--- src/rtl/core/psa_pkg.sv ---
// shared types and constants for the paged slot allocator
// no dependencies; used by the top level, the controller and the datapath
package psa_pkg;

  localparam int PAGE_W = 4;
  localparam int SLOT_W = 6;

  localparam int PAGE_SLOTS_DEF = 64;
  localparam int MAX_PAGES_DEF  = 16;

  localparam logic REQ_ALLOC = 1'b0;
  localparam logic REQ_FREE  = 1'b1;

  localparam logic [1:0] ST_ALLOC  = 2'd0;
  localparam logic [1:0] ST_FULL   = 2'd1;
  localparam logic [1:0] ST_FREED  = 2'd2;
  localparam logic [1:0] ST_REJECT = 2'd3;

  typedef struct packed {
    logic              req_type;
    logic [PAGE_W-1:0] free_page;
    logic [SLOT_W-1:0] free_slot;
  } req_t;

  typedef struct packed {
    logic [1:0]        status;
    logic [PAGE_W-1:0] got_page;
    logic [SLOT_W-1:0] got_slot;
    logic              page_opened;
  } rsp_t;

  typedef struct packed {
    logic capture;
    logic eval;
    logic read_done;
    logic out_load;
  } cmd_t;

  typedef struct packed {
    logic need_read;
  } stat_t;

endpackage

--- src/rtl/core/psa_ctrl.sv ---
// controller: request sequencing and output valid for the paged slot allocator
// depends on psa_pkg
module psa_ctrl (
  input  logic           clk,
  input  logic           rst,
  input  logic           in_valid,
  output logic           in_stall,
  output logic           out_valid,
  input  logic           out_stall,
  output psa_pkg::cmd_t  cmd,
  input  psa_pkg::stat_t stat
);

  typedef enum logic [1:0] {
    S_IDLE,
    S_EVAL,
    S_READ,
    S_DONE
  } state_t;

  state_t state;
  logic   out_free;

  always_comb begin
    out_free      = !out_valid || !out_stall;
    in_stall      = state != S_IDLE;
    cmd.capture   = (state == S_IDLE) && in_valid;
    cmd.eval      = state == S_EVAL;
    cmd.read_done = state == S_READ;
    cmd.out_load  = (state == S_DONE) && out_free;
  end

  always_ff @(posedge clk) begin
    if (rst) begin
      state     <= S_IDLE;
      out_valid <= 1'b0;
    end else begin
      if (cmd.out_load) begin
        out_valid <= 1'b1;
      end else if (!out_stall) begin
        out_valid <= 1'b0;
      end
      case (state)
        S_IDLE: begin
          if (in_valid) begin
            state <= S_EVAL;
          end
        end
        S_EVAL: begin
          state <= stat.need_read ? S_READ : S_DONE;
        end
        S_READ: begin
          state <= S_DONE;
        end
        S_DONE: begin
          if (out_free) begin
            state <= S_IDLE;
          end
        end
        default: begin
          state <= S_IDLE;
        end
      endcase
    end
  end

endmodule
--- config.mk ---
export PLATFORM = sky130hd
export DESIGN_NAME = psa_ctrl
export DESIGN_NICKNAME = d
export VERILOG_FILES = /design/src/rtl/core/psa_pkg.sv /design/src/rtl/core/psa_ctrl.sv
export SDC_FILE = /design/constraint.sdc
export NUM_CORES = 1
export LEC_CHECK = 0
export BUFFER_PORTS_ARGS = -buffer_cell sky130_fd_sc_hd__buf_2
export CAP_MARGIN = 5
export CORE_AREA = 2 2 39 41
export DETAILED_ROUTE_END_ITERATION = 8
export DIE_AREA = 0 0 41 43
export SLEW_MARGIN = 10
export SYNTH_ARGS = -nofsm -noshare
export SYNTH_HDL_FRONTEND = slang
export SYNTH_SLANG_ARGS = --single-unit
--- constraint.sdc ---
create_clock -name clk -period 1.58 [get_ports clk]
set_input_delay 0.079 -clock clk [delete_from_list [all_inputs] [get_ports clk]]
set_output_delay 0.079 -clock clk [all_outputs]
set_load 0.02 [all_outputs]
== After elaboration in Yosys (flattened, before gate mapping) ==
Index checks and enable logic that the tools add are counted.
Storage, ports and cells
  bits in latches: 0
  RAM bits: 0
  bits in read-only memories: 0
  output and inout bits: 6
  bits of input ports: 5
  flip-flop bits (word level): 3
  memories kept: 0
Operators by class
  add/subtract/negate cells: 0
  magnitude comparators: 0
  muxes and demuxes: 6
  shift operators: 0
  bitwise gates (word level): 0
  multiply operators: 0
  div/mod/pow operators: 0
  reductions and logical operators: 8
  eq/ne operators: 6
Operators by type and width (count)
  2-bit one-hot mux with 4 select lines: 1
  2-bit equality test, second input constant: 2
  2-bit two-way mux: 2
  2-bit inequality test, second input constant: 2
  1-bit two-way mux: 3
  2-bit by 1-bit equality test with 1-bit output, second input constant: 1
  1-bit logical AND: 2
  1-bit zero test: 2
  2-bit zero test: 1
  2-bit by 1-bit inequality test with 1-bit output, second input constant: 1
  2-bit AND reduction: 1
  2-bit nonzero test: 1
  1-bit logical OR: 1

== Longest topological paths before layout ==
Gate-level depths: netlist of the first run.
  depth after elaboration: 4
  mapped depth: 5
  gate-level depth less buffers: 5

== Worst setup path after synthesis of the first run ==
OpenSTA, ideal clock, no wires.
  path type: register -> register
  from: register state[0]
  to: register state[0]
  data required time: 1485 ps
  stages on the path, launching flop included: 6
  clock period less this slack: 1204 ps
  setup slack: 376 ps
  data arrival time: 1109 ps
  cell sequence: dfxtp_1 -> inv_1 -> ha_1 -> inv_2 -> o21a_1 -> a221oi_1
Between the ends
  longest elaborated chain between the ends: 3
Ends and longest elaborated chain
  from (decl): RTL line psa_ctrl.sv:21  | state_t state;
  from (signal assigned): RTL line psa_ctrl.sv:50  | state <= stat.need_read ? S_READ : S_DONE;
  2-bit equality test / 2-bit zero test (equally long branches): RTL line psa_ctrl.sv:43  | case (state)
  2-bit inequality test (no line)
  2-bit AND reduction (no line)
Parallel ways exist; a longest one is shown, timed or not.
A chain may end at the register's enable or synchronous reset.

==> results_tabular.tex, run 1 <==
\begin{tabular}{lr}
\hline
Metric & Value \\
\hline
\multicolumn{2}{l}{\textbf{Layout}} \\
Layout Cells excl Fill & 54 \\
Share of cells above drive strength 1 & 39.5\% \\
Antenna diode instance count & 0 \\
P\&R area growth vs syn & 43.5\% \\
Area taken by multi-input logic gates & 146 µm² \\
Register Area & about 60 µm² \\
Final layout net count & 49 \\
Filler instances & roughly 160 \\
\multicolumn{2}{l}{\textbf{Pwr}} \\
VDD IR-drop max & a little under 0.0006 V \\
Part of the power in combinational logic & 55.6\% \\
Switching Share & 45.9\% \\
Leakage dissipation & between 0.00015 and 0.0002 µW \\
P\_int & 335 µW \\
Power density relative to cell area & 1950 mW/mm² \\
Total power & 619 µW \\
Proportion of power drawn by flip-flops and latches & between 20 and 25\% \\
Clk pwr share & 22.7\% \\
Psw & 284 µW \\
\multicolumn{2}{l}{\textbf{Global routing}} \\
Total GRT Usage & 7.53\% \\
Maximum number of pins on one net before global-route repair & 6 \\
Global route overflow & 0 \\
Antenna violations before repair & 0 \\
Global-route wire length before repair & roughly 720 µm \\
Vias in the first global route & 174 \\
\multicolumn{2}{l}{\textbf{Floorplan}} \\
Area of the placeable core & 0.00138 mm² \\
Width of the die & 41 µm \\
Site row count & 14 \\
Die Y-Extent & 43 µm \\
Full die area & 0.00176 mm² \\
Effective utilization at floorplan & 16.0\% \\
Top-Level Pins & 11 \\
\multicolumn{2}{l}{\textbf{Yosys}} \\
Warnings from Yosys & 0 \\
Leading cell types by count after synthesis & 5 x sky130\_fd\_sc\_hd\_\_ha\_1, 3 x sky130\_fd\_sc\_hd\_\_dfxtp\_1, 3 x sky130\_fd\_sc\_hd\_\_inv\_1, 2 x sky130\_fd\_sc\_hd\_\_nand2b\_1 \\
Post-synth net total & 34 \\
Top flip-flop cell by instance count after synthesis & sky130\_fd\_sc\_hd\_\_dfxtp\_1 \\
Number of cells produced by synthesis & 24 \\
Average footprint of a synthesized cell & 9.23 µm² \\
Number of distinct library cells after synthesis & 15 \\
Proportion of netlist area held by the largest area contributor & 28.2\% \\
Post-synthesis sequential element count & 3 \\
Synth Cell Area & 221 µm² \\
Largest cells by area after synthesis & sky130\_fd\_sc\_hd\_\_ha\_1 28\%, sky130\_fd\_sc\_hd\_\_dfxtp\_1 27\%, sky130\_fd\_sc\_hd\_\_nand2b\_1 5.6\% \\
Yosys top cell by area & sky130\_fd\_sc\_hd\_\_ha\_1 \\
Post-synthesis sequential area ratio & a little over a quarter \\
Most used standard cell by instance count after synthesis & sky130\_fd\_sc\_hd\_\_ha\_1 \\
Async set-or-reset flop fraction in the synthesized netlist & 0\% \\
Number of flops mapped to enable cells by yosys & 0 \\
\multicolumn{2}{l}{\textbf{Placed design}} \\
Number of buffer cells added on primary ports & 10 \\
Number of placed instances with taps included & 50 \\
RD Place Congestion & 0.587 \\
\multicolumn{2}{l}{\textbf{Timing}} \\
Setup TNS & 0 ps \\
Worst setup skew after layout & roughly 1.7 ps \\
Worst Max-Slew Pin Slew & 265 ps \\
Tightest slew margin relative to the limit & 82.3\% \\
Final hold viol count & 0 \\
Period utilisation layout & 84.9\% \\
Min Tclk post-route & 1340 ps \\
Pins Over Slew Limit & 0 \\
Unrepaired setup endpoints after global routing & no \\
Highest clock rate & about 0.75 GHz \\
Setup-failing EPs final & 0 \\
\multicolumn{2}{l}{\textbf{CTS}} \\
Count of buffers added by post-CTS timing repair for setup & 0 \\
TritonCTS clock tree & yes \\
Cts bufs inserted & 3 \\
PostCTS Resize Cnt & 0 \\
Maximum number of buffers from clock root to sink & 2 \\
Clock sinks & 3 \\
Clock latency reported for the late side of the worst-skew pair & 240 ps \\
Clock transition at the registers of the reported paths & $\sim$40 ps \\
Cell at the root of the clock tree & sky130\_fd\_sc\_hd\_\_clkbuf\_4 \\
Number of hold buffers added after CTS & 0 \\
Htree depth & 1 \\
\multicolumn{2}{l}{\textbf{Drt}} \\
Average wire length per cell after detail routing & between 9 and 10 µm \\
Via Count & 225 \\
Average via count per standard cell & 4.17 \\
DR DRC count & 0 \\
Detailed-router iteration count before antenna repair & 2 \\
Remaining antenna violation count & 0 \\
Number of DRC violations after detailed-routing iteration 0 & 2 \\
Post-Route WL & between 400 and 500 µm \\
\multicolumn{2}{l}{\textbf{Worst setup path}} \\
Kind of capture point of the worst setup path & primary output \\
Maximum fanout along the worst path & 5 \\
Type of the setup path with the least slack & reg -> out \\
Startpoint kind of the worst setup timing path & flop \\
Data required time of the worst path & approximately 1500 ps \\
Data arrival at the endpoint of the critical path & between 1000 and 1500 ps \\
\multicolumn{2}{l}{\textbf{Job}} \\
Total of max-cap violations & 0 \\
\multicolumn{2}{l}{\textbf{Worst hold path}} \\
HP Class & in -> reg \\
\multicolumn{2}{l}{\textbf{Outcome}} \\
Outcome & finished clean \\
\hline
\end{tabular}
[per-layer routing]
metal | wire length (µm) | track usage [%]
met5 | 0 | 0
met1 | 183 | 5.79
met3 | 70 | 9.42
met2 | 223 | 9.38
met4 | 13 | 6.00
[final cells by class]
cell class,instances,share of cell area (%)
Clock buffer,4,8.27
Inverter,4,4.72
Multi-Input combinational cell,17,46.1
Sequential cell,3,18.9
Tap cell,16,6.30
Timing Repair Buffer,10,15.7
[kinds of logic after synthesis]
| kind of cell | Yosys count | synth area share [%] |
|---|---|---|
| DFF | 3 | 27.1 |
| AOI/OAI and AO/OA | 6 | 20.3 |
| adders and majority gates | 5 | 28.2 |
| and+or+nand+nor | 5 | 13.0 |
| buffers and inverters | 4 | 6.78 |
| muxes | 1 | 4.52 |
[worst max-delay path, stage by stage (launching register included)]
cell and delay, ps:
sky130_fd_sc_hd__dfxtp_1 400, sky130_fd_sc_hd__inv_1 100, sky130_fd_sc_hd__ha_1 210, sky130_fd_sc_hd__and2_2 160
sky130_fd_sc_hd__buf_2 150
[final timing paths]
check | startpoint | slack, ps | cells past startpoint | end
hold / removal | rst | 50 | 2 | out_valid$_SDFFE_PP0P_
setup reg to reg | state[0]$_SDFFE_PP0P_ | 270 | 5 | state[0]$_SDFFE_PP0P_
hold reg to reg | out_valid$_SDFFE_PP0P_ | 530 | 2 | out_valid$_SDFFE_PP0P_
setup / recovery | state[1]$_SDFFE_PP0P_ | 240 | 4 | cmd[3]
[state kept, by name (all words and copies together), names as in the netlist]
register   count
out_valid      1
state          2
[cell usage in the layout, fill, tap and decap left out, drive strengths merged]
cell type  count
a211oi         1
a21boi         1
a21oi          1
a221oi         1
and2           1
buf           10
clkbuf         4
dfxtp          3
ha             5
inv            4
mux2i          1
nand2b         2
nand3          1
nor2           1
o21a           1
o221ai         1
[metrics by stage]
stage               util (%)  hold WS [ps]  area [µm²]  setup WS [ps]
finish                  23.0          48.0         318            239
floorplan                  -           151         221            376
CTS                     23.0          44.0         318            204
global placement        21.1           286         292            321
global route            23.0          51.9         318            144
detailed placement      21.1           295         292            297
[power by group through the flow]
stage / Combinational, µW / Clock (µW) / Sequential, µW
after global placement: 341 / 0 / 137
after floorplan: 262 / 0 / 132
after global routing: 387 / 160 / 138
after detailed placement: 344 / 0 / 138
final: 344 / 141 / 134
after CTS: 351 / 150 / 136
Power figures use the tool's default switching activity.
==> run 2: changes to the inputs <==
==> constraint.sdc (replaced) <==
create_clock -name clk -period 1.3 [get_ports clk]
set_input_delay 0.065 -clock clk [delete_from_list [all_inputs] [get_ports clk]]
set_output_delay 0.065 -clock clk [all_outputs]
set_load 0.02 [all_outputs]
==> results_tabular.tex, run 2 (synthesis gave the netlist of run 1 again) <==
\begin{tabular}{lr}
\hline
Metric & Value \\
\hline
\multicolumn{2}{l}{\textbf{Timing}} \\
Tightest slew margin relative to the limit & 80.8\% (-1.5 points) \\
Highest clock rate & approximately 0.83 GHz \\
Worst Max-Slew Pin Slew & 286 ps (+20.4 ps) \\
Setup TNS & 0 ps (unchanged) \\
Period utilisation layout & 92.2\% \\
Pins Over Slew Limit & 0 (unchanged) \\
Setup-failing EPs final & 0 (unchanged) \\
Unrepaired setup endpoints after global routing & no \\
Final hold viol count & 0 (unchanged) \\
Min Tclk post-route & around 1200 ps \\
Worst setup skew after layout & 2.50 ps (+0.760 ps) \\
\multicolumn{2}{l}{\textbf{Pwr}} \\
Power density relative to cell area & 2420 mW/mm² (+24\%) \\
Part of the power in combinational logic & 58.6\% (+3.0 points) \\
P\_int & 458 µW (+37\%) \\
Proportion of power drawn by flip-flops and latches & 21.8\% (+0.2 points) \\
Switching Share & 44.5\% (-1.3 points) \\
Psw & 368 µW (+29\%) \\
VDD IR-drop max & 0.000513 V (-12\%) \\
Clk pwr share & 19.7\% (-3.0 points) \\
Leakage dissipation & 0.000169 µW (+2.8\%) \\
\multicolumn{2}{l}{\textbf{Layout}} \\
Most used cells in the layout excluding fill and tap cells & 10 x sky130\_fd\_sc\_hd\_\_buf\_2, 3 x sky130\_fd\_sc\_hd\_\_inv\_2, 3 x sky130\_fd\_sc\_hd\_\_ha\_1, 3 x sky130\_fd\_sc\_hd\_\_clkbuf\_4 \\
Share of cells above drive strength 1 & 59.0\% (+20 points) \\
Register ranked first by flip-flop count & state \\
Flip-flop count of the largest register, all copies and words added & 2 (unchanged) \\
Final layout net count & 50 (+2.0\%) \\
Post-route cell area & 342 µm² (+7.5\%) \\
Registers with the most flip-flops & state: 2 flops, out\_valid: 1 flops \\
Antenna diode instance count & 0 (unchanged) \\
P\&R area growth vs syn & 54.2\% \\
Fin util & 24.7\% (+1.7 points) \\
Layout Cells excl Fill & 55 (+1.9\%) \\
Most common cell after layout, fill and taps aside & sky130\_fd\_sc\_hd\_\_buf\_2 \\
\multicolumn{2}{l}{\textbf{CTS}} \\
Number of hold buffers added after CTS & 0 (unchanged) \\
TritonCTS clock tree & yes \\
Cell at the root of the clock tree & sky130\_fd\_sc\_hd\_\_clkbuf\_4 \\
Clock transition at the registers of the reported paths & 30 ps (about the same) \\
Cts bufs inserted & 3 (unchanged) \\
Clock latency reported for the late side of the worst-skew pair & 230 ps (about the same) \\
Clock sinks & 3 (unchanged) \\
Maximum number of buffers from clock root to sink & 2 (unchanged) \\
Htree depth & 1 (unchanged) \\
\multicolumn{2}{l}{\textbf{Worst setup path}} \\
Kind of capture point of the worst setup path & primary output \\
Data required time of the worst path & 1240 ps (-260 ps) \\
Type of the setup path with the least slack & reg -> out \\
R2R Setup Slk & 120 ps (-150 ps) \\
Maximum fanout along the worst path & 4 (-1) \\
Critical register-to-register path startpoint & state[1]\$\_SDFFE\_PP0P\_ \\
Startpoint kind of the worst setup timing path & flop \\
Crit path from & state[0]\$\_SDFFE\_PP0P\_ \\
Data arrival at the endpoint of the critical path & 1130 ps (-130 ps) \\
\multicolumn{2}{l}{\textbf{Job}} \\
Total of max-cap violations & 0 (unchanged) \\
\multicolumn{2}{l}{\textbf{Placed design}} \\
Number of buffer cells added on primary ports & 10 (unchanged) \\
Post-detail-place hpwl & 383 µm \\
Number of placed instances with taps included & 51 (+2.0\%) \\
RD Place Congestion & 0.617 (+5.1\%) \\
Post-detailed-placement cell area & 299 µm² (+2.6\%) \\
\multicolumn{2}{l}{\textbf{Floorplan}} \\
Site row count & 14 (unchanged) \\
Effective utilization at floorplan & 16.0\% (unchanged) \\
Area of the placeable core & 0.00138 mm² (unchanged) \\
Width of the die & 41 µm (unchanged) \\
Top-Level Pins & 11 (unchanged) \\
Die Y-Extent & 43 µm (unchanged) \\
Full die area & 0.00176 mm² (unchanged) \\
\multicolumn{2}{l}{\textbf{Drt}} \\
Via Count & 218 (-3.1\%) \\
Remaining antenna violation count & 0 (unchanged) \\
Average wire length per cell after detail routing & 9.05 µm (-0.42\%) \\
Number of DRC violations after detailed-routing iteration 0 & 2 (unchanged) \\
DR DRC count & 0 (unchanged) \\
Post-Route WL & 498 µm (+1.4\%) \\
Average via count per standard cell & 3.96 (-4.9\%) \\
Detailed-router iteration count before antenna repair & 2 (unchanged) \\
\multicolumn{2}{l}{\textbf{Outcome}} \\
Outcome & finished clean \\
\multicolumn{2}{l}{\textbf{Worst hold path}} \\
HP Class & in -> reg \\
Origin of the worst min-delay path & rst \\
\multicolumn{2}{l}{\textbf{Global routing}} \\
Total GRT Usage & 7.52\% (-0.015 points) \\
Global route overflow & 0 (unchanged) \\
Global-route wire length before repair & 759 µm (+4.8\%) \\
Vias in the first global route & 199 (+14\%) \\
Maximum number of pins on one net before global-route repair & 6 (unchanged) \\
Antenna violations before repair & 0 (unchanged) \\
\hline
\end{tabular}
==> run 2: changes by cell type in the layout (fill, tap and decap cells not counted), sizes merged <==
cell,before,now
buf,10,11
==> run 2: final timing paths <==
path / end / depth (start not counted)
max: cmd[3] / 4
min: state[0]$_SDFFE_PP0P_ / 2
max reg2reg: state[0]$_SDFFE_PP0P_ / 5
min reg2reg: state[1]$_SDFFE_PP0P_ / 2
==> run 2: per-layer routing <==
layer  global-route usage (%)  wire, µm  up-vias
met4                     8.00         0        0
met1                     6.39       182       98
li1                         -         -      112
met2                     8.75       263        8
met5                        0         0        -
met3                     7.85        52        0
==> run 2: metrics by stage <==
stage / hold WS [ps] / worst slack (ps) / power [µW]
4_1_cts: 20.6 / 2.04 / 786
3_3_place_gp: 268 / 102 / 606
3_5_place_dp: 269 / 44.2 / 612
5_1_grt: 17.3 / 10.7 / 927
6_report: 28.1 / 102 / 825
2_1_floorplan: 137 / 95.8 / 479
==> run 2: what timing repair did <==
item | in CTS | in global routing
endpoints found under the hold margin | 0 | 0
setup buffers | 0 | 0
pin swaps | 0 | 0
setup endpoints to repair | 1 | 4
resized for setup | 1 | 8
==> run 2: final cells by class <==
| type | instances | area [µm²] |
|---|---|---|
| clock buffer | 4 | 26.3 |
| fill | 157 | 1040 |
| inverter | 4 | 15.0 |
| multi-input combinational | 17 | 158 |
| sequential | 3 | 65.1 |
| tap | 16 | 20.0 |
| timing repair buffer | 11 | 57.6 |
==> run 2: power by group through the flow <==
| stage | clock network [µW] | registers [µW] | logic (µW) |
|---|---|---|---|
| 6_report | 162 | 180 | 483 |
| 5_1_grt | 191 | 189 | 547 |
| 4_1_cts | 171 | 166 | 449 |
| 3_5_place_dp | 0 | 164 | 447 |
| 3_3_place_gp | 0 | 164 | 443 |
| 2_1_floorplan | 0 | 160 | 319 |
==> run 2: critical path, stage by stage (launching register included) <==
cell and delay (ps):
sky130_fd_sc_hd__dfxtp_2 340, sky130_fd_sc_hd__inv_2 60, sky130_fd_sc_hd__ha_2 190, sky130_fd_sc_hd__and2_2 160
sky130_fd_sc_hd__buf_2 150
==> run 3: changes to the inputs <==
==> constraint.sdc (replaced) <==
create_clock -name clk -period 1 [get_ports clk]
set_input_delay 0.05 -clock clk [delete_from_list [all_inputs] [get_ports clk]]
set_output_delay 0.05 -clock clk [all_outputs]
set_load 0.02 [all_outputs]
==> results_tabular.tex, run 3 (synthesis gave the netlist of run 1 again) <==
\begin{tabular}{lr}
\hline
Metric & Value \\
\hline
\multicolumn{2}{l}{\textbf{Drt}} \\
Detailed-router iteration count before antenna repair & 1 (-1) \\
Number of DRC violations after detailed-routing iteration 0 & 0 (-2) \\
Remaining antenna violation count & 0 (unchanged) \\
DR DRC count & 0 (unchanged) \\
Average via count per standard cell & 3.95 (-0.28\%) \\
Via Count & 249 (+14\%) \\
Average wire length per cell after detail routing & 9.57 µm (+5.7\%) \\
Post-Route WL & 603 µm (+21\%) \\
\multicolumn{2}{l}{\textbf{CTS}} \\
Maximum number of buffers from clock root to sink & 2 (unchanged) \\
Htree depth & 1 (unchanged) \\
Cell at the root of the clock tree & sky130\_fd\_sc\_hd\_\_clkbuf\_4 \\
Clock latency reported for the late side of the worst-skew pair & 240 ps (about the same) \\
Clock transition at the registers of the reported paths & 40 ps (about the same) \\
Cts bufs inserted & 3 (unchanged) \\
Clock sinks & 3 (unchanged) \\
TritonCTS clock tree & yes \\
\multicolumn{2}{l}{\textbf{Pwr}} \\
Psw & 672 µW (+83\%) \\
Leakage dissipation & 0.000228 µW (+35\%) \\
Proportion of power drawn by flip-flops and latches & 16.2\% (-5.6 points) \\
VDD IR-drop max & 0.00139 V (+170\%) \\
Clk pwr share & 13.3\% (-6.4 points) \\
Part of the power in combinational logic & 70.4\% (+12 points) \\
Switching Share & 40.0\% (-4.6 points) \\
Power density relative to cell area & 3190 mW/mm² (+32\%) \\
P\_int & 1010 µW (+120\%) \\
Total power & 1680 µW (+100\%) \\
\multicolumn{2}{l}{\textbf{Layout}} \\
Register ranked first by flip-flop count & state \\
Most used cells in the layout excluding fill and tap cells & 10 x sky130\_fd\_sc\_hd\_\_buf\_6, 5 x sky130\_fd\_sc\_hd\_\_buf\_2, 4 x sky130\_fd\_sc\_hd\_\_ha\_4 \\
Antenna diode instance count & 0 (unchanged) \\
P\&R area growth vs syn & 138\% \\
Flip-flop count of the largest register, all copies and words added & 2 (unchanged) \\
Filler instances & 132 (-16\%) \\
Most common cell after layout, fill and taps aside & sky130\_fd\_sc\_hd\_\_buf\_6 \\
Final layout net count & 58 (+16\%) \\
Registers with the most flip-flops & state: 2 flops, out\_valid: 1 flops \\
Share of cells above drive strength 1 & 72.3\% (+13 points) \\
\multicolumn{2}{l}{\textbf{Worst setup path}} \\
Type of the setup path with the least slack & reg -> out \\
Data required time of the worst path & 950 ps (-290 ps) \\
Kind of capture point of the worst setup path & primary output \\
Startpoint kind of the worst setup timing path & flop \\
Maximum fanout along the worst path & 3 (-1) \\
Data arrival at the endpoint of the critical path & 1130 ps (about the same) \\
\multicolumn{2}{l}{\textbf{Worst hold path}} \\
HP Class & in -> reg \\
\multicolumn{2}{l}{\textbf{Timing}} \\
Highest clock rate & 0.846 GHz \\
Unrepaired setup endpoints after global routing & yes \\
Pins Over Slew Limit & 0 (unchanged) \\
Period utilisation layout & 118\% \\
Final hold viol count & 0 (unchanged) \\
Worst Max-Slew Pin Slew & 229 ps (-56.4 ps) \\
Worst Setup Slack, final & -182 ps (-284 ps) \\
Tightest slew margin relative to the limit & 84.7\% (+3.9 points) \\
Worst setup skew after layout & 2.23 ps (-0.276 ps) \\
Min Tclk post-route & between 1000 and 1500 ps \\
Setup-failing EPs final & 7 (+7) \\
Hold\_ws & 105 ps (+77.1 ps) \\
\multicolumn{2}{l}{\textbf{Floorplan}} \\
Effective utilization at floorplan & 16.0\% (unchanged) \\
Die Y-Extent & 43 µm (unchanged) \\
Site row count & 14 (unchanged) \\
Width of the die & 41 µm (unchanged) \\
Area of the placeable core & 0.00138 mm² (unchanged) \\
Full die area & 0.00176 mm² (unchanged) \\
Top-Level Pins & 11 (unchanged) \\
\multicolumn{2}{l}{\textbf{Global routing}} \\
Maximum number of pins on one net before global-route repair & 5 (-1) \\
Global route overflow & 0 (unchanged) \\
Global-route wire length before repair & 1.04 mm (+37\%) \\
Total GRT Usage & 9.42\% (+1.9 points) \\
Vias in the first global route & 259 (+30\%) \\
Antenna violations before repair & 0 (unchanged) \\
\multicolumn{2}{l}{\textbf{Job}} \\
Total of max-cap violations & 0 (unchanged) \\
\multicolumn{2}{l}{\textbf{Placed design}} \\
RD Place Congestion & 0.718 (+16\%) \\
Number of buffer cells added on primary ports & 10 (unchanged) \\
Post-detail-place hpwl & 401 µm (+4.9\%) \\
\multicolumn{2}{l}{\textbf{Outcome}} \\
Violated checks & setup timing \\
Outcome & complete, but fails checks \\
\hline
\end{tabular}
## run 3: cell count changes in the layout (fill, tap and decap cells not counted), moves of 2 or more
| cell | delta |
|---|---|
| sky130_fd_sc_hd__buf_6 | +10 |
| sky130_fd_sc_hd__ha_2 | -2 |
| sky130_fd_sc_hd__buf_4 | +2 |
| sky130_fd_sc_hd__buf_2 | -5 |
| sky130_fd_sc_hd__inv_2 | -3 |
| sky130_fd_sc_hd__inv_4 | +3 |
| sky130_fd_sc_hd__ha_1 | -2 |
| sky130_fd_sc_hd__ha_4 | +4 |
## run 3: repair_timing
action	in CTS	in global routing
setup endpoints to repair	7	7
pin swaps	3	1
resized for setup	26	2
setup buffers	2	1
hold endpoints to repair	1	0
hold buffers	1	0
## run 3: path summary, 6_finish.rpt
| check | startpoint | to | slack (ps) | cells past startpoint |
|---|---|---|---|---|
| max | state[0]$_SDFFE_PP0P_ | cmd[0] | -180 | 4 |
| min | out_stall | out_valid$_SDFFE_PP0P_ | 110 | 3 |
| min reg2reg | out_valid$_SDFFE_PP0P_ | out_valid$_SDFFE_PP0P_ | 570 | 2 |
| max reg2reg | state[0]$_SDFFE_PP0P_ | state[0]$_SDFFE_PP0P_ | -160 | 5 |
## run 3: cell type report
class | instances | area, µm² | share of cell area [%]
multi-input combinational | 17 | 220 | 41.8
tap | 16 | 20.0 | 3.80
timing repair buffer | 19 | 170 | 32.3
inverter | 4 | 22.5 | 4.28
clock buffer | 4 | 26.3 | 4.99
sequential | 3 | 67.6 | 12.8
## run 3: through the flow
step	TNS [ps]	instances	area, µm²	setup slack (ps)	utilization (%)
after floorplan	-118	24	244	-105	-
after global placement	-194	55	352	-162	25.4
after global routing	-1130	63	527	-224	38.1
final	-851	63	527	-182	38.1
after CTS	-933	62	508	-203	36.7
after detailed placement	-203	55	352	-185	25.4
## run 3: power by group through the flow
| stage | Sequential (µW) | Clock, µW | Combinational (µW) |
|---|---|---|---|
| 2_1_floorplan | 226 | 0 | 491 |
| 3_3_place_gp | 226 | 0 | 760 |
| 3_5_place_dp | 227 | 0 | 765 |
| 4_1_cts | 267 | 241 | 1140 |
| 5_1_grt | 276 | 251 | 1290 |
| 6_report | 273 | 224 | 1180 |
## run 3: critical path, cell delays in order (launching register included)
cell and delay (ps):
sky130_fd_sc_hd__dfxtp_4 380, sky130_fd_sc_hd__ha_4 140, sky130_fd_sc_hd__buf_6 80, sky130_fd_sc_hd__a21boi_4 160, sky130_fd_sc_hd__buf_6 130
## run 3: per-layer routing
metal,GRT usage [%],wire [µm],vias to the layer above
li1,-,-,129
met1,8.63,230,113
met2,14.4,324,7
met3,7.85,49,0
met4,4.00,0,0
met5,0,0,-
